--- config.mk ---
export PLATFORM = sky130hd
export DESIGN_NAME = lss_ram
export DESIGN_NICKNAME = d
export VERILOG_FILES = /design/src/lss_ram.sv
export SDC_FILE = /design/constraint.sdc
export NUM_CORES = 2
export LEC_CHECK = 0
export BUFFER_PORTS_ARGS = -buffer_cell sky130_fd_sc_hd__buf_2
export CAP_MARGIN = 10
export CORE_MARGIN = 3
export CORE_UTILIZATION = 55
export DETAILED_ROUTE_END_ITERATION = 7
export PLACE_DENSITY = 0.75
export SLEW_MARGIN = 20
export SYNTH_ARGS = -nofsm -noshare
export SYNTH_HDL_FRONTEND = slang
export SYNTH_SLANG_ARGS = --single-unit
--- constraint.sdc ---
create_clock -name clock -period 5.75 [get_ports clock]
set_input_delay 0 -clock clock [delete_from_list [all_inputs] [get_ports clock]]
set_output_delay 0 -clock clock [all_outputs]
set_load 0.03 [all_outputs]
--- src/lss_ram.sv ---
module lss_ram #(
   parameter int Width = 64,
   parameter int Depth = 64
) (
   input  logic                     clock,
   input  logic                     wr_en,
   input  logic [$clog2(Depth)-1:0] wr_addr,
   input  logic [Width-1:0]         wr_data,
   input  logic                     rd_en,
   input  logic [$clog2(Depth)-1:0] rd_addr,
   output logic [Width-1:0]         rd_data
);

   logic [Width-1:0] mem_ff [Depth];
   logic [Width-1:0] rd_data_ff;

   always_ff @(posedge clock) begin
      if (wr_en) begin
         mem_ff[wr_addr] <= wr_data;
      end
      if (rd_en) begin
         rd_data_ff <= mem_ff[rd_addr];
      end
   end

   assign rd_data = rd_data_ff;

endmodule

==> impl_metrics.csv <==
group,metric,value,unit
clock_network,clock_sinks,4160,
pwr,leakagePower,54.9,nW
floorplan,ios,143,
logic_synthesis,synth.mux.area_fraction,15.6,%
clock_network,clockBufferDepth,4,
logic_synthesis,synth_top_family_by_area,"multiplexers",
clock_network,cts.clk_slew.worst_paths,0.06,ns
place,dpl.hpwl,207,mm
worst_setup_path,crit_path_start_kind,"input pin",
logic_synthesis,avgSynthCellArea,23.8,um2
drt,final_antenna_net_count,0,
layout,drive_gt1_share,27.5,%
global_routing,grt_pass1_wl,603,mm
worst_setup_path,crit_start,"wr_en",
worst_setup_path,r2r_cells,5,
clock_network,post_cts_resized,0,
logic_synthesis,synth_cell_type_count,32,
logic_synthesis,synth-compound-area-share,2.47,%
clock_network,clock_latency,0.93,ns
drt,vias_per_cell,7.02,
timing,hold_violations,0,
floorplan,rows,195,
logic_synthesis,synth_cells,6598,
worst_hold_path,hold_path.class,"in -> reg",
worst_setup_path,critical_path_peak_fanout,25,
timing,maxSlewHeadroom,14.9,%
worst_hold_path,hold_depth,2,
clock_network,cts_buffers,398,
timing,hold_slack,0.0913,ns
global_routing,grt_max_degree,119,
flow_run,max_cap_violations,0,
timing,worst_pin_slew,1.28,ns
floorplan,die_y,540,um
worst_setup_path,end_kind,"flop",
logic_synthesis,synth-xor-area-share,0,%
drt,first_pass_iters,8,
global_routing,track_usage,29.3,%
layout,postLayoutCellArea,0.177,mm2
place,portBuffers,142,
worst_setup_path,r2r_end,"rd_data[28]$_DFFE_PP_",
layout,postLayoutCoreUtil,62.5,%
timing,final.period_utilization,50.4,%
logic_synthesis,yosysWarningCount,0,
logic_synthesis,syn-num-nets,6677,
pwr,power_density,354,mW/mm2
layout,fill_cells,17800,
layout,stdcell_count,11100,
floorplan,fp.dieW,540,um
floorplan,core_area,0.283,mm2
timing,setup_violations,0,
pwr,max-vdd-ir-drop,0.375,mV
timing,fmax,345,MHz
clock_network,cts_tree,"built",
layout,layout_common_cells,"4160 x edfxtp_1, 1024 x mux4_2, 401 x clkbuf_16",
drt,post-route-drc-count,0,
drt,wl_per_cell,38.4,um
place,dp.cells,10300,
layout,syn_to_final_growth,12.7,%
global_routing,grt_pass1_vias,79400,
layout,final_common_cell,"edfxtp_1",
floorplan,start_util,55.5,%
logic_synthesis,synth-simple-area-share,1.23,%
status,status,"finished clean",
global_routing,antenna_found_initial,23,
timing,drv_slew,0,
logic_synthesis,yosysSeqAreaShare,79.6,%
timing,rsz0062_at_grt,"false",
worst_setup_path,regToRegStartpoint,"mem_ff[10][28]$_DFFE_PP_",
timing,worst_clock_skew,0.0580,ns
worst_hold_path,hold_end,"mem_ff[48][1]$_DFFE_PP_",
drt,via_count,77800,
worst_setup_path,crit_required,6.25,ns
timing,period_minus_slack,2.90,ns
place,place.gp.congestion,0.783,
worst_setup_path,worstPathArrival,3.40,ns
drt,drtIter0Drc,12000,
drt,routed_wirelength,426,mm
logic_synthesis,syn_area,0.157,mm2
floorplan,die-area,0.292,mm2
place,placed_cell_area,0.163,mm2
layout,final_nets,7101,
logic_synthesis,synth_fa_ha_area_share,0,%
worst_hold_path,min_from,"wr_data[1]",
clock_network,htreeDepth,5,
timing,setup_tns,0,ns
clock_network,cts-root-buf,"clkbuf_16",
worst_setup_path,critPathKind,"in -> reg",
logic_synthesis,ys_ff_latch,4160,
global_routing,grt_overflow,0,
worst_setup_path,r2r_slack,3.36,ns
-- worst max-delay path, stage by stage --
cell and delay [ns]:
dlygate4sd3_1 0.58, buf_2 0.20, nand4_1 0.49, nor3_2 0.27, dlygate4sd3_1 0.62, buf_4 0.51, buf_4 0.67
-- routing by layer --
metal  up-vias  wire [um]  track usage (%)
li1      29400          -                -
met1     40900     142000             38.9
met2      6347     205000             46.2
met3      1195      54500             6.94
met4        12      24400             14.5
met5         -        118                0
-- logic make-up after synthesis --
family,after synthesis
flip-flops,4160
multiplexers,1159
AO/OA/AOI/OAI,504
buffers and inverters,389
AND/OR/NAND/NOR,386
-- power by group --
| group | switching, mW | leakage, nW | internal [mW] |
|---|---|---|---|
| clock network | 11.3 | 6.22 | 14.7 |
| registers | 0.129 | 37.5 | 33.6 |
| logic | 1.88 | 11.3 | 1.06 |
-- repair_timing --
action                                  CTS  global route
hold buffers                             70             0
setup endpoints to repair                 0             0
setup buffers                             0             0
endpoints found under the hold margin  4335             0
-- sequential cells by signal, summed over array words and instances (netlist names) --
| name | count |
|---|---|
| mem_ff | 4096 |
| rd_data | 64 |
-- stage by stage --
stage | setup slack (ns) | total power [mW]
5_1_grt | 2.87 | 64.1
4_1_cts | 3.03 | 62.8
3_5_place_dp | 2.34 | 37.3
2_1_floorplan | 0.314 | 36.0
3_3_place_gp | 2.27 | 37.2
6_report | 2.85 | 62.7
-- worst max path at each step --
stage	endpoint	cells past startpoint
CTS	mem_ff[49][41]$_DFFE_PP_	7
floorplan	mem_ff[48][0]$_DFFE_PP_	4
global route	mem_ff[49][41]$_DFFE_PP_	7
detailed placement	rd_data[12]$_DFFE_PP_	8
finish	mem_ff[49][41]$_DFFE_PP_	7
global placement	rd_data[12]$_DFFE_PP_	8
-- cells in the mapped netlist --
master     count  area share [%]
o221ai_1      38            0.21
nand3_1       45            0.14
buf_6          6           0.043
o22ai_1       83            0.33
buf_1         20           0.048
or2_2         28            0.11
or3b_2         1          0.0056
mux2i_1      135            0.86
and3_1        64            0.26
buf_2        170            0.54
and2_1         3           0.012
inv_1         19           0.045
or3_1         29            0.12
a2bb2oi_1     19            0.11
nand3b_1       2          0.0096
a31o_1         1          0.0056
nor3_1         2          0.0064
nand2b_1      11           0.044
a41oi_1       26            0.15
mux4_2      1024              15
nand2_1       58            0.14
edfxtp_1    4160              80
nor2_1       112            0.27
nor2b_1       28            0.11
a22o_1        88            0.49
buf_4         34            0.16
nand4_1        2          0.0080
a22oi_1      168            0.80
a31oi_1       18           0.072
nand4b_1       1          0.0056
a211oi_1      63            0.30
clkbuf_1     140            0.33
-- cell type report --
| class | instances | area (um2) | area share [%] |
|---|---|---|---|
| well taps | 3743 | 4680 | 2.65 |
| diodes | 15 | 37.5 | 0.0212 |
| clock inverters | 248 | 2550 | 1.44 |
| repair buffers | 394 | 3680 | 2.08 |
| multi-input cells | 2049 | 30800 | 17.4 |
| flip-flops and latches | 4160 | 125000 | 70.6 |
| inverters | 19 | 71.3 | 0.0403 |
| clock buffers | 464 | 10300 | 5.80 |
No activity file was read; power rests on OpenSTA's default activity.
