--- config.mk ---
export PLATFORM = sky130hd
export DESIGN_NAME = lss_out_flat
export DESIGN_NICKNAME = d
export VERILOG_FILES = /design/src/lss_pkg.sv /design/src/lss_rsp_if.sv /design/src/lss_out.sv /design/src/flat_wrapper.sv
export SDC_FILE = /design/constraint.sdc
export NUM_CORES = 1
export LEC_CHECK = 0
export BUFFER_PORTS_ARGS = -buffer_cell sky130_fd_sc_hd__buf_2
export CAP_MARGIN = 20
export CORE_ASPECT_RATIO = 0.6
export CORE_MARGIN = 2
export CORE_UTILIZATION = 40
export CTS_CLUSTER_DIAMETER = 80
export DETAILED_ROUTE_END_ITERATION = 10
export GPL_TIMING_DRIVEN = 0
export PLACE_DENSITY = 0.76
export SLEW_MARGIN = 15
export SYNTH_ARGS = -nofsm -noshare
export SYNTH_HDL_FRONTEND = slang
export SYNTH_SLANG_ARGS = --single-unit
--- constraint.sdc ---
create_clock -name clock -period 2.9 [get_ports clock]
set_input_delay 0.145 -clock clock [delete_from_list [all_inputs] [get_ports clock]]
set_output_delay 0.145 -clock clock [all_outputs]
set_load 0.05 [all_outputs]
--- src/lss_pkg.sv ---
package lss_pkg;

   // Table size
   localparam int MaxStates = 64;
   localparam int TabAddrW  = $clog2(MaxStates);
   localparam int TabWidth  = 64;

   // Opcodes
   localparam logic [1:0] OP_TICK   = 2'd0;
   localparam logic [1:0] OP_CMD    = 2'd1;
   localparam logic [1:0] OP_LOAD   = 2'd2;
   localparam logic [1:0] OP_UNUSED = 2'd3;

   // Command and active modes
   localparam logic [1:0] MD_OFF     = 2'd0;
   localparam logic [1:0] MD_STATIC  = 2'd1;
   localparam logic [1:0] MD_SCAN    = 2'd2;
   localparam logic [1:0] MD_INVALID = 2'd3;

   // Status codes
   localparam logic [2:0] ST_IDLE     = 3'd0;
   localparam logic [2:0] ST_STATIC   = 3'd1;
   localparam logic [2:0] ST_SCANNING = 3'd2;
   localparam logic [2:0] ST_COMPLETE = 3'd3;
   localparam logic [2:0] ST_ERROR    = 3'd4;

   // Error codes
   localparam logic [1:0] ERR_NONE     = 2'd0;
   localparam logic [1:0] ERR_MODE     = 2'd1;
   localparam logic [1:0] ERR_SCAN     = 2'd2;
   localparam logic [1:0] ERR_WATCHDOG = 2'd3;

   // Register indexes
   localparam logic [1:0] REG_STATIC_TIMEOUT = 2'd0;
   localparam logic [1:0] REG_MIN_DWELL      = 2'd1;
   localparam logic [1:0] REG_MAX_DWELL      = 2'd2;
   localparam logic [1:0] REG_MAX_REPEATS    = 2'd3;

   // Register reset values
   localparam logic [23:0] TimeoutReset    = 24'd2000000;
   localparam logic [20:0] MinDwellReset   = 21'd500;
   localparam logic [20:0] MaxDwellReset   = 21'd1000000;
   localparam logic [7:0]  MaxRepeatsReset = 8'd100;

   // Where the displayed words of a response come from
   typedef enum logic [1:0] {
      PIX_HOLD,
      PIX_ZERO,
      PIX_INPUT,
      PIX_TABLE
   } pix_sel_type;

   // Word in flight between the control stage and the output stage
   typedef struct packed {
      logic        valid;
      logic        show;
      pix_sel_type pix_sel;
      logic [31:0] pix_a;
      logic [31:0] pix_b;
      logic [2:0]  status;
      logic [1:0]  error;
      logic [5:0]  index;
      logic [7:0]  passes;
   } s1_type;

endpackage

--- src/lss_rsp_if.sv ---
interface lss_rsp_if;
   logic        valid;
   logic        ready;
   logic        show_frame;
   logic [31:0] pixel_a_out;
   logic [31:0] pixel_b_out;
   logic [2:0]  status;
   logic [1:0]  error_code;
   logic [5:0]  current_index;
   logic [7:0]  completed_passes;

   modport source (
      output valid, show_frame, pixel_a_out, pixel_b_out, status, error_code,
             current_index, completed_passes,
      input  ready
   );
   modport sink (
      input  valid, show_frame, pixel_a_out, pixel_b_out, status, error_code,
             current_index, completed_passes,
      output ready
   );
endinterface

--- src/lss_out.sv ---
module lss_out
   import lss_pkg::*;
(
   input  logic                clock,
   input  logic                reset,
   input  s1_type              s1,
   input  logic [TabWidth-1:0] tab_rd_data,
   output logic                advance,
   lss_rsp_if.source           rsp_if
);

   logic        shown_valid_ff;
   logic [31:0] shown_a_ff, shown_a_in;
   logic [31:0] shown_b_ff, shown_b_in;
   logic        rsp_valid_ff, rsp_valid_in;
   logic        show_ff;
   logic [31:0] pix_a_ff, pix_b_ff;
   logic [2:0]  status_ff;
   logic [1:0]  err_ff;
   logic [5:0]  index_ff;
   logic [7:0]  passes_ff;
   logic [31:0] sel_a, sel_b;

   assign advance = s1.valid && (!rsp_valid_ff || rsp_if.ready);

   // last shown words, zero out of reset
   always_comb begin
      case (s1.pix_sel)
         PIX_ZERO:  begin sel_a = '0;                 sel_b = '0;                  end
         PIX_INPUT: begin sel_a = s1.pix_a;           sel_b = s1.pix_b;            end
         PIX_TABLE: begin sel_a = tab_rd_data[31:0];  sel_b = tab_rd_data[63:32];  end
         default: begin
            sel_a = shown_valid_ff ? shown_a_ff : '0;
            sel_b = shown_valid_ff ? shown_b_ff : '0;
         end
      endcase
      shown_a_in = s1.show ? sel_a : (shown_valid_ff ? shown_a_ff : '0);
      shown_b_in = s1.show ? sel_b : (shown_valid_ff ? shown_b_ff : '0);
   end

   always_comb begin
      rsp_valid_in = rsp_valid_ff;
      if (rsp_if.ready) begin
         rsp_valid_in = 1'b0;
      end
      if (advance) begin
         rsp_valid_in = 1'b1;
      end
   end

   always_ff @(posedge clock) begin
      if (reset) begin
         shown_valid_ff <= 1'b0;
         rsp_valid_ff   <= 1'b0;
      end else begin
         if (advance) begin
            shown_valid_ff <= 1'b1;
         end
         rsp_valid_ff <= rsp_valid_in;
      end
      if (advance) begin
         shown_a_ff <= shown_a_in;
         shown_b_ff <= shown_b_in;
         show_ff    <= s1.show;
         pix_a_ff   <= shown_a_in;
         pix_b_ff   <= shown_b_in;
         status_ff  <= s1.status;
         err_ff     <= s1.error;
         index_ff   <= s1.index;
         passes_ff  <= s1.passes;
      end
   end

   assign rsp_if.valid            = rsp_valid_ff;
   assign rsp_if.show_frame       = show_ff;
   assign rsp_if.pixel_a_out      = pix_a_ff;
   assign rsp_if.pixel_b_out      = pix_b_ff;
   assign rsp_if.status           = status_ff;
   assign rsp_if.error_code       = err_ff;
   assign rsp_if.current_index    = index_ff;
   assign rsp_if.completed_passes = passes_ff;

endmodule

--- src/flat_wrapper.sv ---
// flat-port wrapper written by rule: the top's interface ports become plain ports
module lss_out_flat import lss_pkg::*;
  (clock, reset, s1, tab_rd_data, advance, rsp_if_valid, rsp_if_show_frame, rsp_if_pixel_a_out, rsp_if_pixel_b_out, rsp_if_status, rsp_if_error_code, rsp_if_current_index, rsp_if_completed_passes, rsp_if_ready);
  lss_rsp_if rsp_if_i ();
  input  logic clock;
  input  logic reset;
  input  s1_type s1;
  input  logic [TabWidth-1:0] tab_rd_data;
  output logic advance;
  output wire logic [$bits(rsp_if_i.valid)-1:0] rsp_if_valid;
  output wire logic [$bits(rsp_if_i.show_frame)-1:0] rsp_if_show_frame;
  output wire logic [$bits(rsp_if_i.pixel_a_out)-1:0] rsp_if_pixel_a_out;
  output wire logic [$bits(rsp_if_i.pixel_b_out)-1:0] rsp_if_pixel_b_out;
  output wire logic [$bits(rsp_if_i.status)-1:0] rsp_if_status;
  output wire logic [$bits(rsp_if_i.error_code)-1:0] rsp_if_error_code;
  output wire logic [$bits(rsp_if_i.current_index)-1:0] rsp_if_current_index;
  output wire logic [$bits(rsp_if_i.completed_passes)-1:0] rsp_if_completed_passes;
  input wire logic [$bits(rsp_if_i.ready)-1:0] rsp_if_ready;
  assign rsp_if_valid = rsp_if_i.valid;
  assign rsp_if_show_frame = rsp_if_i.show_frame;
  assign rsp_if_pixel_a_out = rsp_if_i.pixel_a_out;
  assign rsp_if_pixel_b_out = rsp_if_i.pixel_b_out;
  assign rsp_if_status = rsp_if_i.status;
  assign rsp_if_error_code = rsp_if_i.error_code;
  assign rsp_if_current_index = rsp_if_i.current_index;
  assign rsp_if_completed_passes = rsp_if_i.completed_passes;
  assign rsp_if_i.ready = rsp_if_ready;
  lss_out u_core (.clock(clock), .reset(reset), .s1(s1), .tab_rd_data(tab_rd_data), .advance(advance), .rsp_if(rsp_if_i));
endmodule
==> impl_metrics.tcl <==
set metrics [dict create \
    status "completed" \
    crit_path_end_kind "output pin" \
    drc 0 \
    grt.busiest_layer "met2" \
    nNetsFinal 668 \
    p_comb_share_pct 24.1 \
    rows 29 \
    final_cell_mix "buf_2, edfxtp_1, mux2i_1, o2bb2ai_2, dlygate4sd3_1" \
    start_util_pct 41.6 \
    final.setup.worst_slack_ns 1.13 \
    grt_max_degree 50 \
    slowest_delay_ns 0.50 \
    rrSetupSlack_ns 1.31 \
    cp-startpoint "u_core.rsp_if.valid$_SDFFE_PP0P_" \
    final_antenna_net_count 0 \
    grt_first_pass_wirelength_um 17800 \
    worst_slew_pin_slew_ns 0.543 \
    max-slew-margin-rel_pct 63.8 \
    dpl_cell_area_um2 5840 \
    grt_use_met3_pct 5.92 \
    drtIter0Drc 137 \
    synth_edf_count 84 \
    vias_per_cell 5.01 \
    first_pass_iters 4 \
    antennaDiodeCount 0 \
    numPortBuffers 239 \
    finalSetupTns_ns 0 \
    clock_skew_ns 0.00935 \
    clk_path_buf_depth 2 \
    internal_power_w 0.00235 \
    period_needed_ns 1.77 \
    leakagePower_nw 2.78 \
    area_growth_pct 42.2 \
    met2_usage_pct 32.6 \
    worstReg2RegEnd "u_core.rsp_if.pixel_a_out[18]$_DFFE_PP_" \
    post-place-ws_ns 1.30 \
    power_frac_seq_pct 44.9 \
    timing.fmax_mhz 564 \
    clock_sinks 86 \
    die_w_um 140 \
    rsz0062_at_grt "no" \
    synth.top_cell.area_share_pct 56.9 \
    ys_warn_count 0 \
    synthCells 243 \
    first_global_vias 3451 \
    cts.repair.resized 0 \
    maxSlewViolCount 0 \
    setup_viol 0 \
    reg2reg_depth 3 \
    switching_share_pct 31.2 \
    die_h_um 85.6 \
    cts_tree "built" \
    power.switching_w 0.00107 \
    worstPathCellList "nand2b_1 -> and2_4 -> buf_2" \
    synth-main-ff-cell "edfxtp_1" \
    async_reset_ff_share_pct 0 \
    gp_congestion 0.809 \
    fin_area_um2 6310 \
    critPathSlowestCell "and2_4" \
    cp.required_ns 2.76 \
    coreArea_um2 10700 \
    yosys.cell_types.count 16 \
    final_common_cell "buf_2" \
    finalCritPeriodShare_pct 61.2 \
    syn_area_per_cell_um2 18.3 \
    ir_drop_mv 0.312 \
    hpwlAfterDp_um 8450 \
    grt.met1_usage_pct 23.8 \
    ys_ff_latch 86 \
    drive_gt1_share_pct 65.1 \
    holdWs_ns 0.0268 \
    critPathArrivalTime_ns 1.63 \
    critPathKind "flip-flop to output pin" \
    vias 3293 \
    path_max_fanout 37 \
    clock_power_share_pct 31.0 \
    critical_path.endpoint "advance" \
    worstSkewPairLatency_ns 0.33 \
    clkTransAtPathRegs_ns 0.07 \
    yosys.area.top_type "edfxtp_1" \
    cts.htree.levels 3 \
    gr-usage-all-layers_pct 19.0 \
    fin_util_pct 59.1 \
    wire_per_inst_um 17.2 \
    hold_viol 0 \
    powerDensity_nw_per_um2 541 \
    antenna_found_initial 0 \
    drt-total-wl_um 11300 \
    grt_overflow 0 \
    cts-root-buf "clkbuf_16" \
    numCtsBuffers 9 \
    crit_path_start_kind "flip-flop" \
    netlist_area_um2 4440 \
    ios 240 \
    cap_violations 0 \
    syn-num-nets 397 \
    min_path_type "input port to flip-flop" \
    dieArea_um2 12000 \
    synthTopCellsByArea "edfxtp_1, o2bb2ai_2, mux2i_1, buf_12, buf_6" \
    r2r_start "u_core.rsp_if.valid$_SDFFE_PP0P_" \
    seq_area_frac_synth_pct 57.8 \
]
==> power by group through the flow <==
stage,registers (W),clock network (W),logic [W]
3_3_place_gp,0.00156,0,0.000786
2_1_floorplan,0.00185,0,0.000262
3_5_place_dp,0.00156,0,0.000809
4_1_cts,0.00153,0.00109,0.000830
6_report,0.00153,0.00106,0.000822
5_1_grt,0.00154,0.00114,0.000868
==> flip-flops by register name, indices dropped and copies added, names as in the netlist <==
| name | flops |
|---|---|
| u_core.rsp_if.pixel_b_out | 32 |
| u_core.rsp_if.show_frame | 1 |
| u_core.rsp_if.status | 3 |
| u_core.rsp_if.current_index | 6 |
| u_core.rsp_if.pixel_a_out | 32 |
| u_core.rsp_if.completed_passes | 8 |
| u_core.shown_valid_ff | 1 |
| u_core.rsp_if.error_code | 2 |
| u_core.rsp_if.valid | 1 |
==> synth_stat cells (2+ instances only) <==
cell / n
o2bb2ai_2: 60
o2bb2ai_1: 4
mux2i_1: 64
buf_12: 7
buf_2: 6
a21oi_1: 2
edfxtp_1: 84
buf_6: 7
dfxtp_1: 2
==> timing repair <==
| action | CTS | global route |
|---|---|---|
| buffers inserted | 0 | 0 |
| hold buffers | 20 | 0 |
| endpoints found under the hold margin | 21 | 0 |
| endpoints found under the setup margin | 0 | 0 |
==> how the worst min path moves through the flow <==
stage / from / end / slack [ns] / depth (start not counted)
floorplan: reset / u_core.rsp_if.valid$_SDFFE_PP0P_ / 0.21 / 1
global placement: reset / u_core.rsp_if.valid$_SDFFE_PP0P_ / 0.32 / 2
detailed placement: s1[8] / u_core.rsp_if.current_index[0]$_DFFE_PP_ / 0.32 / 1
CTS: s1[85] / u_core.rsp_if.show_frame$_DFFE_PP_ / 0.01 / 1
global route: s1[85] / u_core.rsp_if.show_frame$_DFFE_PP_ / 0.02 / 1
finish: s1[85] / u_core.rsp_if.show_frame$_DFFE_PP_ / 0.03 / 1
==> worst max-delay path: cells and delay by family (launching register included) <==
kind,cells,cell delay [ns]
buf+inv,1,0.37
flops,1,0.31
simple gates,2,0.61
==> layer usage <==
| layer | share of wire, % | vias up |
|---|---|---|
| met5 | 0 | - |
| met4 | 1.2 | 0 |
| met3 | 8.2 | 10 |
| met2 | 49 | 158 |
| met1 | 42 | 1568 |
| li1 | - | 1557 |
==> cells by family (layout without fill, tap and decap cells) <==
logic type / count (synthesis) / after routing / share of synthesized area (%)
AO/OA/AOI/OAI: 67 / 67 / 21.4
multiplexers: 64 / 64 / 14.4
flip-flops: 86 / 86 / 57.8
buffers and inverters: 21 / 296 / 5.70
AND/OR/NAND/NOR: 5 / 5 / 0.649
==> cell type report <==
class | count | area (um2)
multi-input cells | 136 | 1620
clock inverters | 6 | 47.5
well taps | 139 | 174
inverters | 1 | 3.75
fillers | 878 | 4360
repair buffers | 260 | 1420
flip-flops and latches | 86 | 2560
plain buffers | 20 | 249
clock buffers | 9 | 225
==> metrics by stage <==
stage               power (W)  cells
finish                0.00341    657
global route          0.00355    657
CTS                   0.00346    657
detailed placement    0.00237    622
global placement      0.00235    621
floorplan             0.00211    243
Power figures use the tool's default switching activity.
