<file path="config.mk">
export PLATFORM = sky130hd
export DESIGN_NAME = lss_ctrl
export DESIGN_NICKNAME = d
export VERILOG_FILES = /design/src/lss_pkg.sv /design/src/lss_ctrl.sv
export SDC_FILE = /design/constraint.sdc
export NUM_CORES = 1
export LEC_CHECK = 0
export BUFFER_PORTS_ARGS = -buffer_cell sky130_fd_sc_hd__buf_2
export CAP_MARGIN = 20
export CORE_MARGIN = 3
export CORE_UTILIZATION = 50
export DETAILED_ROUTE_END_ITERATION = 10
export PLACE_DENSITY = 0.73
export SYNTH_ARGS = -nofsm -noshare
export SYNTH_HDL_FRONTEND = slang
export SYNTH_SLANG_ARGS = --single-unit
</file>
<file path="constraint.sdc">
create_clock -name clock -period 5.6 [get_ports clock]
set_input_delay 0.56 -clock clock [delete_from_list [all_inputs] [get_ports clock]]
set_output_delay 0.56 -clock clock [all_outputs]
set_load 0.1 [all_outputs]
</file>
<file path="src/lss_pkg.sv">
package lss_pkg;

   // Table size
   localparam int MaxStates = 64;
   localparam int TabAddrW  = $clog2(MaxStates);
   localparam int TabWidth  = 64;

   // Opcodes
   localparam logic [1:0] OP_TICK   = 2'd0;
   localparam logic [1:0] OP_CMD    = 2'd1;
   localparam logic [1:0] OP_LOAD   = 2'd2;
   localparam logic [1:0] OP_UNUSED = 2'd3;

   // Command and active modes
   localparam logic [1:0] MD_OFF     = 2'd0;
   localparam logic [1:0] MD_STATIC  = 2'd1;
   localparam logic [1:0] MD_SCAN    = 2'd2;
   localparam logic [1:0] MD_INVALID = 2'd3;

   // Status codes
   localparam logic [2:0] ST_IDLE     = 3'd0;
   localparam logic [2:0] ST_STATIC   = 3'd1;
   localparam logic [2:0] ST_SCANNING = 3'd2;
   localparam logic [2:0] ST_COMPLETE = 3'd3;
   localparam logic [2:0] ST_ERROR    = 3'd4;

   // Error codes
   localparam logic [1:0] ERR_NONE     = 2'd0;
   localparam logic [1:0] ERR_MODE     = 2'd1;
   localparam logic [1:0] ERR_SCAN     = 2'd2;
   localparam logic [1:0] ERR_WATCHDOG = 2'd3;

   // Register indexes
   localparam logic [1:0] REG_STATIC_TIMEOUT = 2'd0;
   localparam logic [1:0] REG_MIN_DWELL      = 2'd1;
   localparam logic [1:0] REG_MAX_DWELL      = 2'd2;
   localparam logic [1:0] REG_MAX_REPEATS    = 2'd3;

   // Register reset values
   localparam logic [23:0] TimeoutReset    = 24'd2000000;
   localparam logic [20:0] MinDwellReset   = 21'd500;
   localparam logic [20:0] MaxDwellReset   = 21'd1000000;
   localparam logic [7:0]  MaxRepeatsReset = 8'd100;

   // Where the displayed words of a response come from
   typedef enum logic [1:0] {
      PIX_HOLD,
      PIX_ZERO,
      PIX_INPUT,
      PIX_TABLE
   } pix_sel_type;

   // Word in flight between the control stage and the output stage
   typedef struct packed {
      logic        valid;
      logic        show;
      pix_sel_type pix_sel;
      logic [31:0] pix_a;
      logic [31:0] pix_b;
      logic [2:0]  status;
      logic [1:0]  error;
      logic [5:0]  index;
      logic [7:0]  passes;
   } s1_type;

endpackage

</file>
<file path="src/lss_ctrl.sv">
module lss_ctrl
   import lss_pkg::*;
(
   input  logic                clock,
   input  logic                reset,
   // accepted word
   input  logic                accept,
   input  logic [1:0]          opcode,
   input  logic [1:0]          mode,
   input  logic [31:0]         pixel_a,
   input  logic [31:0]         pixel_b,
   input  logic [5:0]          entry_index,
   input  logic [7:0]          entry_total,
   input  logic [7:0]          pass_total,
   input  logic [20:0]         hold_ticks,
   // register writes
   input  logic                csr_we,
   input  logic [1:0]          csr_index,
   input  logic [23:0]         csr_wdata,
   // table access
   output logic                tab_wr_en,
   output logic [TabAddrW-1:0] tab_wr_addr,
   output logic [TabAddrW-1:0] tab_rd_addr,
   // to output stage
   input  logic                advance,
   output s1_type              s1
);

   logic [23:0] timeout_ff, timeout_in;
   logic [20:0] min_dwell_ff, min_dwell_in;
   logic [20:0] max_dwell_ff, max_dwell_in;
   logic [7:0]  max_rep_ff, max_rep_in;

   logic [1:0]  act_mode_ff, act_mode_in;
   logic [6:0]  scan_len_ff, scan_len_in;
   logic [7:0]  pass_tgt_ff, pass_tgt_in;
   logic [20:0] dwell_rel_ff, dwell_rel_in;
   logic [20:0] dwell_left_ff, dwell_left_in;
   logic [5:0]  pos_ff, pos_in;
   logic [7:0]  passes_ff, passes_in;
   logic [23:0] elapsed_ff, elapsed_in;
   logic [2:0]  status_ff, status_in;
   logic [1:0]  err_ff, err_in;
   logic [5:0]  rep_idx_ff, rep_idx_in;
   s1_type      s1_ff, s1_in;

   logic        show_c;
   pix_sel_type sel_c;
   logic [6:0]  pos_next;
   logic [7:0]  passes_next;
   logic [23:0] elapsed_next;
   logic        scan_bad;

   // register port
   always_comb begin
      timeout_in   = timeout_ff;
      min_dwell_in = min_dwell_ff;
      max_dwell_in = max_dwell_ff;
      max_rep_in   = max_rep_ff;
      if (csr_we) begin
         unique case (csr_index)
            REG_STATIC_TIMEOUT: timeout_in   = csr_wdata;
            REG_MIN_DWELL:      min_dwell_in = csr_wdata[20:0];
            REG_MAX_DWELL:      max_dwell_in = csr_wdata[20:0];
            REG_MAX_REPEATS:    max_rep_in   = csr_wdata[7:0];
            default: ;
         endcase
      end
   end

   assign pos_next     = {1'b0, pos_ff} + 7'd1;
   assign passes_next  = passes_ff + 8'd1;
   assign elapsed_next = (elapsed_ff != '1) ? elapsed_ff + 24'd1 : elapsed_ff;
   assign scan_bad = (entry_total == 8'd0) || (32'(entry_total) > MaxStates) ||
                     (pass_total == 8'd0) || (pass_total > max_rep_ff) ||
                     (hold_ticks < min_dwell_ff) || (hold_ticks > max_dwell_ff);

   always_comb begin
      act_mode_in   = act_mode_ff;
      scan_len_in   = scan_len_ff;
      pass_tgt_in   = pass_tgt_ff;
      dwell_rel_in  = dwell_rel_ff;
      dwell_left_in = dwell_left_ff;
      pos_in        = pos_ff;
      passes_in     = passes_ff;
      elapsed_in    = elapsed_ff;
      status_in     = status_ff;
      err_in        = err_ff;
      rep_idx_in    = rep_idx_ff;
      show_c        = 1'b0;
      sel_c         = PIX_HOLD;
      tab_wr_en     = 1'b0;
      tab_wr_addr   = TabAddrW'(entry_index);
      tab_rd_addr   = '0;

      if (accept) begin
         unique case (opcode)
            OP_TICK: begin
               if (act_mode_ff == MD_STATIC) begin
                  elapsed_in = elapsed_next;
                  if (elapsed_next >= timeout_ff) begin
                     show_c      = 1'b1;
                     sel_c       = PIX_ZERO;
                     act_mode_in = MD_OFF;
                     status_in   = ST_ERROR;
                     err_in      = ERR_WATCHDOG;
                  end
               end else if (act_mode_ff == MD_SCAN) begin
                  if (dwell_left_ff > 21'd1) begin
                     dwell_left_in = dwell_left_ff - 21'd1;
                  end else begin
                     dwell_left_in = dwell_rel_ff;
                     show_c        = 1'b1;
                     if (pos_next >= scan_len_ff) begin
                        // end of a pass
                        pos_in    = '0;
                        passes_in = passes_next;
                        if (passes_next >= pass_tgt_ff) begin
                           sel_c       = PIX_ZERO;
                           act_mode_in = MD_OFF;
                           status_in   = ST_COMPLETE;
                        end else begin
                           sel_c       = PIX_TABLE;
                           tab_rd_addr = '0;
                           rep_idx_in  = '0;
                        end
                     end else begin
                        pos_in      = pos_next[5:0];
                        sel_c       = PIX_TABLE;
                        tab_rd_addr = TabAddrW'(pos_next);
                        rep_idx_in  = pos_next[5:0];
                     end
                  end
               end
            end
            OP_CMD: begin
               err_in     = ERR_NONE;
               rep_idx_in = '0;
               passes_in  = '0;
               show_c     = 1'b1;
               unique case (mode)
                  MD_OFF: begin
                     sel_c       = PIX_ZERO;
                     act_mode_in = MD_OFF;
                     status_in   = ST_IDLE;
                  end
                  MD_STATIC: begin
                     sel_c       = PIX_INPUT;
                     elapsed_in  = '0;
                     act_mode_in = MD_STATIC;
                     status_in   = ST_STATIC;
                  end
                  MD_SCAN: begin
                     if (scan_bad) begin
                        sel_c       = PIX_ZERO;
                        act_mode_in = MD_OFF;
                        status_in   = ST_ERROR;
                        err_in      = ERR_SCAN;
                     end else begin
                        scan_len_in   = entry_total[6:0];
                        pass_tgt_in   = pass_total;
                        dwell_rel_in  = hold_ticks;
                        dwell_left_in = hold_ticks;
                        pos_in        = '0;
                        sel_c         = PIX_TABLE;
                        tab_rd_addr   = '0;
                        act_mode_in   = MD_SCAN;
                        status_in     = ST_SCANNING;
                     end
                  end
                  MD_INVALID: begin
                     sel_c       = PIX_ZERO;
                     act_mode_in = MD_OFF;
                     status_in   = ST_ERROR;
                     err_in      = ERR_MODE;
                  end
                  default: ;
               endcase
            end
            OP_LOAD: begin
               tab_wr_en = (32'(entry_index) < MaxStates);
            end
            default: ;
         endcase
      end
   end

   always_comb begin
      s1_in = s1_ff;
      if (advance) begin
         s1_in.valid = 1'b0;
      end
      if (accept) begin
         s1_in.valid   = 1'b1;
         s1_in.show    = show_c;
         s1_in.pix_sel = sel_c;
         s1_in.pix_a   = pixel_a;
         s1_in.pix_b   = pixel_b;
         s1_in.status  = status_in;
         s1_in.error   = err_in;
         s1_in.index   = rep_idx_in;
         s1_in.passes  = passes_in;
      end
   end

   always_ff @(posedge clock) begin
      if (reset) begin
         timeout_ff    <= TimeoutReset;
         min_dwell_ff  <= MinDwellReset;
         max_dwell_ff  <= MaxDwellReset;
         max_rep_ff    <= MaxRepeatsReset;
         act_mode_ff   <= MD_OFF;
         scan_len_ff   <= '0;
         pass_tgt_ff   <= '0;
         dwell_rel_ff  <= '0;
         dwell_left_ff <= '0;
         pos_ff        <= '0;
         passes_ff     <= '0;
         elapsed_ff    <= '0;
         status_ff     <= ST_IDLE;
         err_ff        <= ERR_NONE;
         rep_idx_ff    <= '0;
         s1_ff.valid   <= 1'b0;
      end else begin
         timeout_ff    <= timeout_in;
         min_dwell_ff  <= min_dwell_in;
         max_dwell_ff  <= max_dwell_in;
         max_rep_ff    <= max_rep_in;
         act_mode_ff   <= act_mode_in;
         scan_len_ff   <= scan_len_in;
         pass_tgt_ff   <= pass_tgt_in;
         dwell_rel_ff  <= dwell_rel_in;
         dwell_left_ff <= dwell_left_in;
         pos_ff        <= pos_in;
         passes_ff     <= passes_in;
         elapsed_ff    <= elapsed_in;
         status_ff     <= status_in;
         err_ff        <= err_in;
         rep_idx_ff    <= rep_idx_in;
         s1_ff.valid   <= s1_in.valid;
      end
      s1_ff.show    <= s1_in.show;
      s1_ff.pix_sel <= s1_in.pix_sel;
      s1_ff.pix_a   <= s1_in.pix_a;
      s1_ff.pix_b   <= s1_in.pix_b;
      s1_ff.status  <= s1_in.status;
      s1_ff.error   <= s1_in.error;
      s1_ff.index   <= s1_in.index;
      s1_ff.passes  <= s1_in.passes;
   end

   assign s1 = s1_ff;

endmodule

</file>
==> run_summary.xml <==
<?xml version="1.0" encoding="UTF-8"?>
<metrics>
  <group name="synth">
    <metric name="total_standard_cell_area_after_synthesis" unit="um^2">13300</metric>
    <metric name="most_used_dff_post_synth" unit="">dfxtp_1</metric>
    <metric name="yosys.cell_types.count" unit="">68</metric>
    <metric name="ys_ff_latch" unit="">269</metric>
    <metric name="synth-seq-area-share" unit="">0.470</metric>
    <metric name="synth_nets" unit="">1689</metric>
    <metric name="synth_top_cells_by_count" unit="">nand2_1 (196), dfxtp_1 (183), nor2_1 (147)</metric>
    <metric name="synth_async_sr_flop_share" unit="">0</metric>
    <metric name="netlist.top_cell.by_area" unit="">dfxtp_1</metric>
    <metric name="synth.top_cells.by_area" unit="">dfxtp_1 (28%), edfxtp_1 (19%), ha_1 (9.0%)</metric>
    <metric name="number_of_synthesized_flops_with_an_enable_pin" unit="">86</metric>
    <metric name="synth_most_common_cell" unit="">nand2_1</metric>
    <metric name="synthesis.instances" unit="">1452</metric>
    <metric name="avgSynthCellArea" unit="um^2">9.15</metric>
    <metric name="yosys_warnings" unit="">0</metric>
    <metric name="synth.top_cell.area_share" unit="">0.276</metric>
  </group>
  <group name="sta">
    <metric name="final_hold_viol_count" unit="">0</metric>
    <metric name="slew_of_the_pin_with_the_lowest_slew_margin" unit="ns">1.09</metric>
    <metric name="setup_repair_after_global_routing_missed_its_margin" unit="">false</metric>
    <metric name="timing.final.setup_violations" unit="">0</metric>
    <metric name="pnr_worst_setup_slack" unit="ns">0.850</metric>
    <metric name="timing.max_slew.rel_slack" unit="">0.276</metric>
    <metric name="skew" unit="ns">0.0156</metric>
    <metric name="timing.final.crit_share" unit="">0.848</metric>
    <metric name="final.setup.tns" unit="ns">0</metric>
    <metric name="max_freq" unit="MHz">211</metric>
    <metric name="post-route-min-period" unit="ns">4.75</metric>
    <metric name="slew_viol_final" unit="">0</metric>
  </group>
  <group name="placement">
    <metric name="place_worst_setup_slack" unit="ns">1.03</metric>
    <metric name="place.port_buffers" unit="">229</metric>
    <metric name="globalplace.congestion" unit="">0.868</metric>
    <metric name="detailedPlacementHpwl" unit="mm">24.0</metric>
  </group>
  <group name="global_route">
    <metric name="antenna_found_initial" unit="">4</metric>
    <metric name="grt_use_total" unit="">0.225</metric>
    <metric name="largest_net_degree_at_the_start_of_global_routing" unit="">101</metric>
    <metric name="grt_pass1_wl" unit="mm">53.4</metric>
    <metric name="number_of_global_route_vias_before_repair" unit="">10600</metric>
    <metric name="grt_remaining_overflow" unit="">0</metric>
  </group>
  <group name="finish">
    <metric name="post_route_cells_drive_above_1_share" unit="">0.190</metric>
    <metric name="multiInputGateArea" unit="um^2">6330</metric>
    <metric name="nNetsFinal" unit="">1885</metric>
    <metric name="final_core_utilization" unit="">0.600</metric>
    <metric name="area.growth.synth_to_final" unit="%">17.8</metric>
    <metric name="regArea" unit="um^2">6250</metric>
    <metric name="nFillCells" unit="">2177</metric>
  </group>
  <group name="power">
    <metric name="power.switching" unit="W">0.00139</metric>
    <metric name="internal_power" unit="W">0.00348</metric>
    <metric name="p_sw_frac" unit="">0.285</metric>
    <metric name="pwr_density_cell" unit="nW/um^2">312</metric>
    <metric name="comb_power_share" unit="">0.160</metric>
    <metric name="seqPwrFrac" unit="">0.433</metric>
    <metric name="ir_worst_vdd" unit="mV">0.360</metric>
    <metric name="clkPwrFrac" unit="">0.407</metric>
    <metric name="total_leakage_power" unit="nW">6.62</metric>
  </group>
  <group name="min_path">
    <metric name="worstHoldPathType" unit="">input port to flop</metric>
    <metric name="hold_depth" unit="">1</metric>
    <metric name="min-delay-start" unit="">pixel_a[22]</metric>
    <metric name="worst_hold_endpoint" unit="">s1[73]</metric>
  </group>
  <group name="detailed_routing">
    <metric name="routedWlPerCell" unit="um">16.6</metric>
    <metric name="first_pass_iters" unit="">5</metric>
    <metric name="residual_antenna_violating_net_count_after_detailed_routing" unit="">0</metric>
    <metric name="remaining_drc_errors" unit="">0</metric>
    <metric name="detailroute.via_count" unit="">10900</metric>
    <metric name="drt_wl_total" unit="mm">33.3</metric>
    <metric name="detailed_route_iter0_violations" unit="">916</metric>
    <metric name="average_vias_per_placed_instance" unit="">5.44</metric>
  </group>
  <group name="cts">
    <metric name="clock_latency" unit="ns">0.54</metric>
    <metric name="hold_fix_buffers_cts" unit="">0</metric>
    <metric name="clkSlewWorstSetupHoldPaths" unit="ns">0.07</metric>
    <metric name="cts_root_buf" unit="">clkbuf_16</metric>
    <metric name="max_buffers_root_to_sink" unit="">3</metric>
    <metric name="post-cts-setup-buffer-count" unit="">0</metric>
    <metric name="cts_tree" unit="">done</metric>
    <metric name="post_cts_resize_count" unit="">0</metric>
    <metric name="cts.htree.levels" unit="">1</metric>
    <metric name="cts_inserted_buffers" unit="">28</metric>
    <metric name="numClockSinks" unit="">269</metric>
  </group>
  <group name="floorplanning">
    <metric name="number_of_top_level_pins" unit="">242</metric>
    <metric name="die_height" unit="um">169</metric>
    <metric name="floorplan.rows" unit="">59</metric>
    <metric name="floorplan.die.width" unit="um">169</metric>
    <metric name="die-area" unit="um^2">28500</metric>
    <metric name="coreArea" unit="um^2">26100</metric>
    <metric name="floorplan.initialDensity" unit="">0.510</metric>
  </group>
  <group name="run_status">
    <metric name="status" unit="">finished, final reports clean</metric>
  </group>
  <group name="setup_path">
    <metric name="timing.rr.end" unit="">s1[18]</metric>
    <metric name="reg2reg_setup_slack" unit="ns">0.85</metric>
    <metric name="crit-reg2reg-launch" unit="">elapsed_ff[19]</metric>
    <metric name="timing.critical_path.to_type" unit="">flop</metric>
    <metric name="critPathArrivalTime" unit="ns">5.04</metric>
    <metric name="r2r_cells" unit="">16</metric>
    <metric name="critPathRequiredTime" unit="ns">5.89</metric>
    <metric name="cp-start-kind" unit="">flop</metric>
    <metric name="crit_type" unit="">flop to flop</metric>
    <metric name="critical_path.max_fanout" unit="">8</metric>
  </group>
  <group name="job">
    <metric name="maxCapViolCount" unit="">0</metric>
  </group>
</metrics>
final cells by class:
class	instances	share of cell area
inverter	108	0.0259
tap	335	0.0268
clock buffer	41	0.0538
clock inverter	11	0.0102
sequential	269	0.399
timing repair buffer	240	0.0789
multi-input combinational	1001	0.405
antenna	2	0.000320
cell usage in the layout (no fill, tap or decap), types with 14 or more instances in the layout:
master,n
buf_2,227
nand2_1,196
dfxtp_1,183
nor2_1,146
a21oi_1,116
inv_1,107
ha_1,95
edfxtp_1,86
o21ai_0,50
mux2i_1,43
nand3_1,31
clkbuf_16,29
a211oi_1,27
xnor2_1,26
nor3_1,25
xor2_1,23
nor2b_1,17
nand4_1,14
nand2b_1,14
nand3b_1,14
worst max-delay path, cell delays in order (launching register included):
cell and delay (ns):
dfxtp_1 0.45, nand4_1 0.15, nor3_1 0.53, nand3_1 0.35
nand4_1 0.34, nor2_1 0.16, and3_1 0.22, xor2_1 0.18
ha_1 0.28, a21oi_1 0.15, o21ai_0 0.15, a211oi_1 0.26
a211oi_1 0.12, o21ai_0 0.57, nor2b_1 0.20, o21ai_0 0.11
or2_2 0.28
routing by layer:
| layer | GRT usage | vias to the layer above | share of wire |
|---|---|---|---|
| met5 | 0 | - | 0.0010 |
| met3 | 0.0406 | 72 | 0.078 |
| met4 | 0.0768 | 4 | 0.030 |
| li1 | - | 5443 | - |
| met1 | 0.295 | 5012 | 0.43 |
| met2 | 0.377 | 396 | 0.46 |
power groups by stage:
stage / Clock, W / Combinational, W / Sequential, W
6_report: 0.00199 / 0.000779 / 0.00211
5_1_grt: 0.00211 / 0.000838 / 0.00212
4_1_cts: 0.00202 / 0.000779 / 0.00211
3_5_place_dp: 0 / 0.000774 / 0.00215
3_3_place_gp: 0 / 0.000763 / 0.00215
2_1_floorplan: 0 / 0.000275 / 0.00248
through the flow:
step           power (W)  instance area, um^2  hold slack (ns)  cells
4_1_cts          0.00491                15600            0.173   2005
6_report         0.00488                15600            0.196   2007
3_3_place_gp     0.00291                14600            0.443   1953
3_5_place_dp     0.00293                14600            0.447   1953
5_1_grt          0.00506                15600            0.175   2007
2_1_floorplan    0.00275                13300            0.436   1452
logic make-up after synthesis:
logic type / count (synthesis) / synth area share
and+or+nand+nor: 521 / 0.183
adders and majority gates: 95 / 0.0895
DFF: 269 / 0.470
buffers and inverters: 182 / 0.0543
muxes: 45 / 0.0341
xor gates and xnor gates: 49 / 0.0323
AOI/OAI and AO/OA: 291 / 0.136
flip-flops by register name, indices dropped and copies added (netlist names):
signal / cells
act_mode_ff: 2
dwell_left_ff: 21
dwell_rel_ff: 21
elapsed_ff: 24
err_ff: 2
max_dwell_ff: 21
max_rep_ff: 8
min_dwell_ff: 21
pass_tgt_ff: 8
passes_ff: 8
pos_ff: 6
rep_idx_ff: 6
s1: 87
scan_len_ff: 7
status_ff: 3
timeout_ff: 24
how the worst max path moves through the flow:
stage / start / slack (ns) / endpoint / depth (start not counted)
floorplan: elapsed_ff[3] / 1.44 / s1[18] / 16
global placement: elapsed_ff[3] / 1.14 / s1[18] / 16
detailed placement: elapsed_ff[19] / 1.03 / s1[18] / 16
CTS: elapsed_ff[3] / 0.98 / s1[18] / 16
global route: elapsed_ff[19] / 0.43 / s1[18] / 16
finish: elapsed_ff[19] / 0.85 / s1[18] / 16
Note: power is estimated with default switching activity, not from simulation.
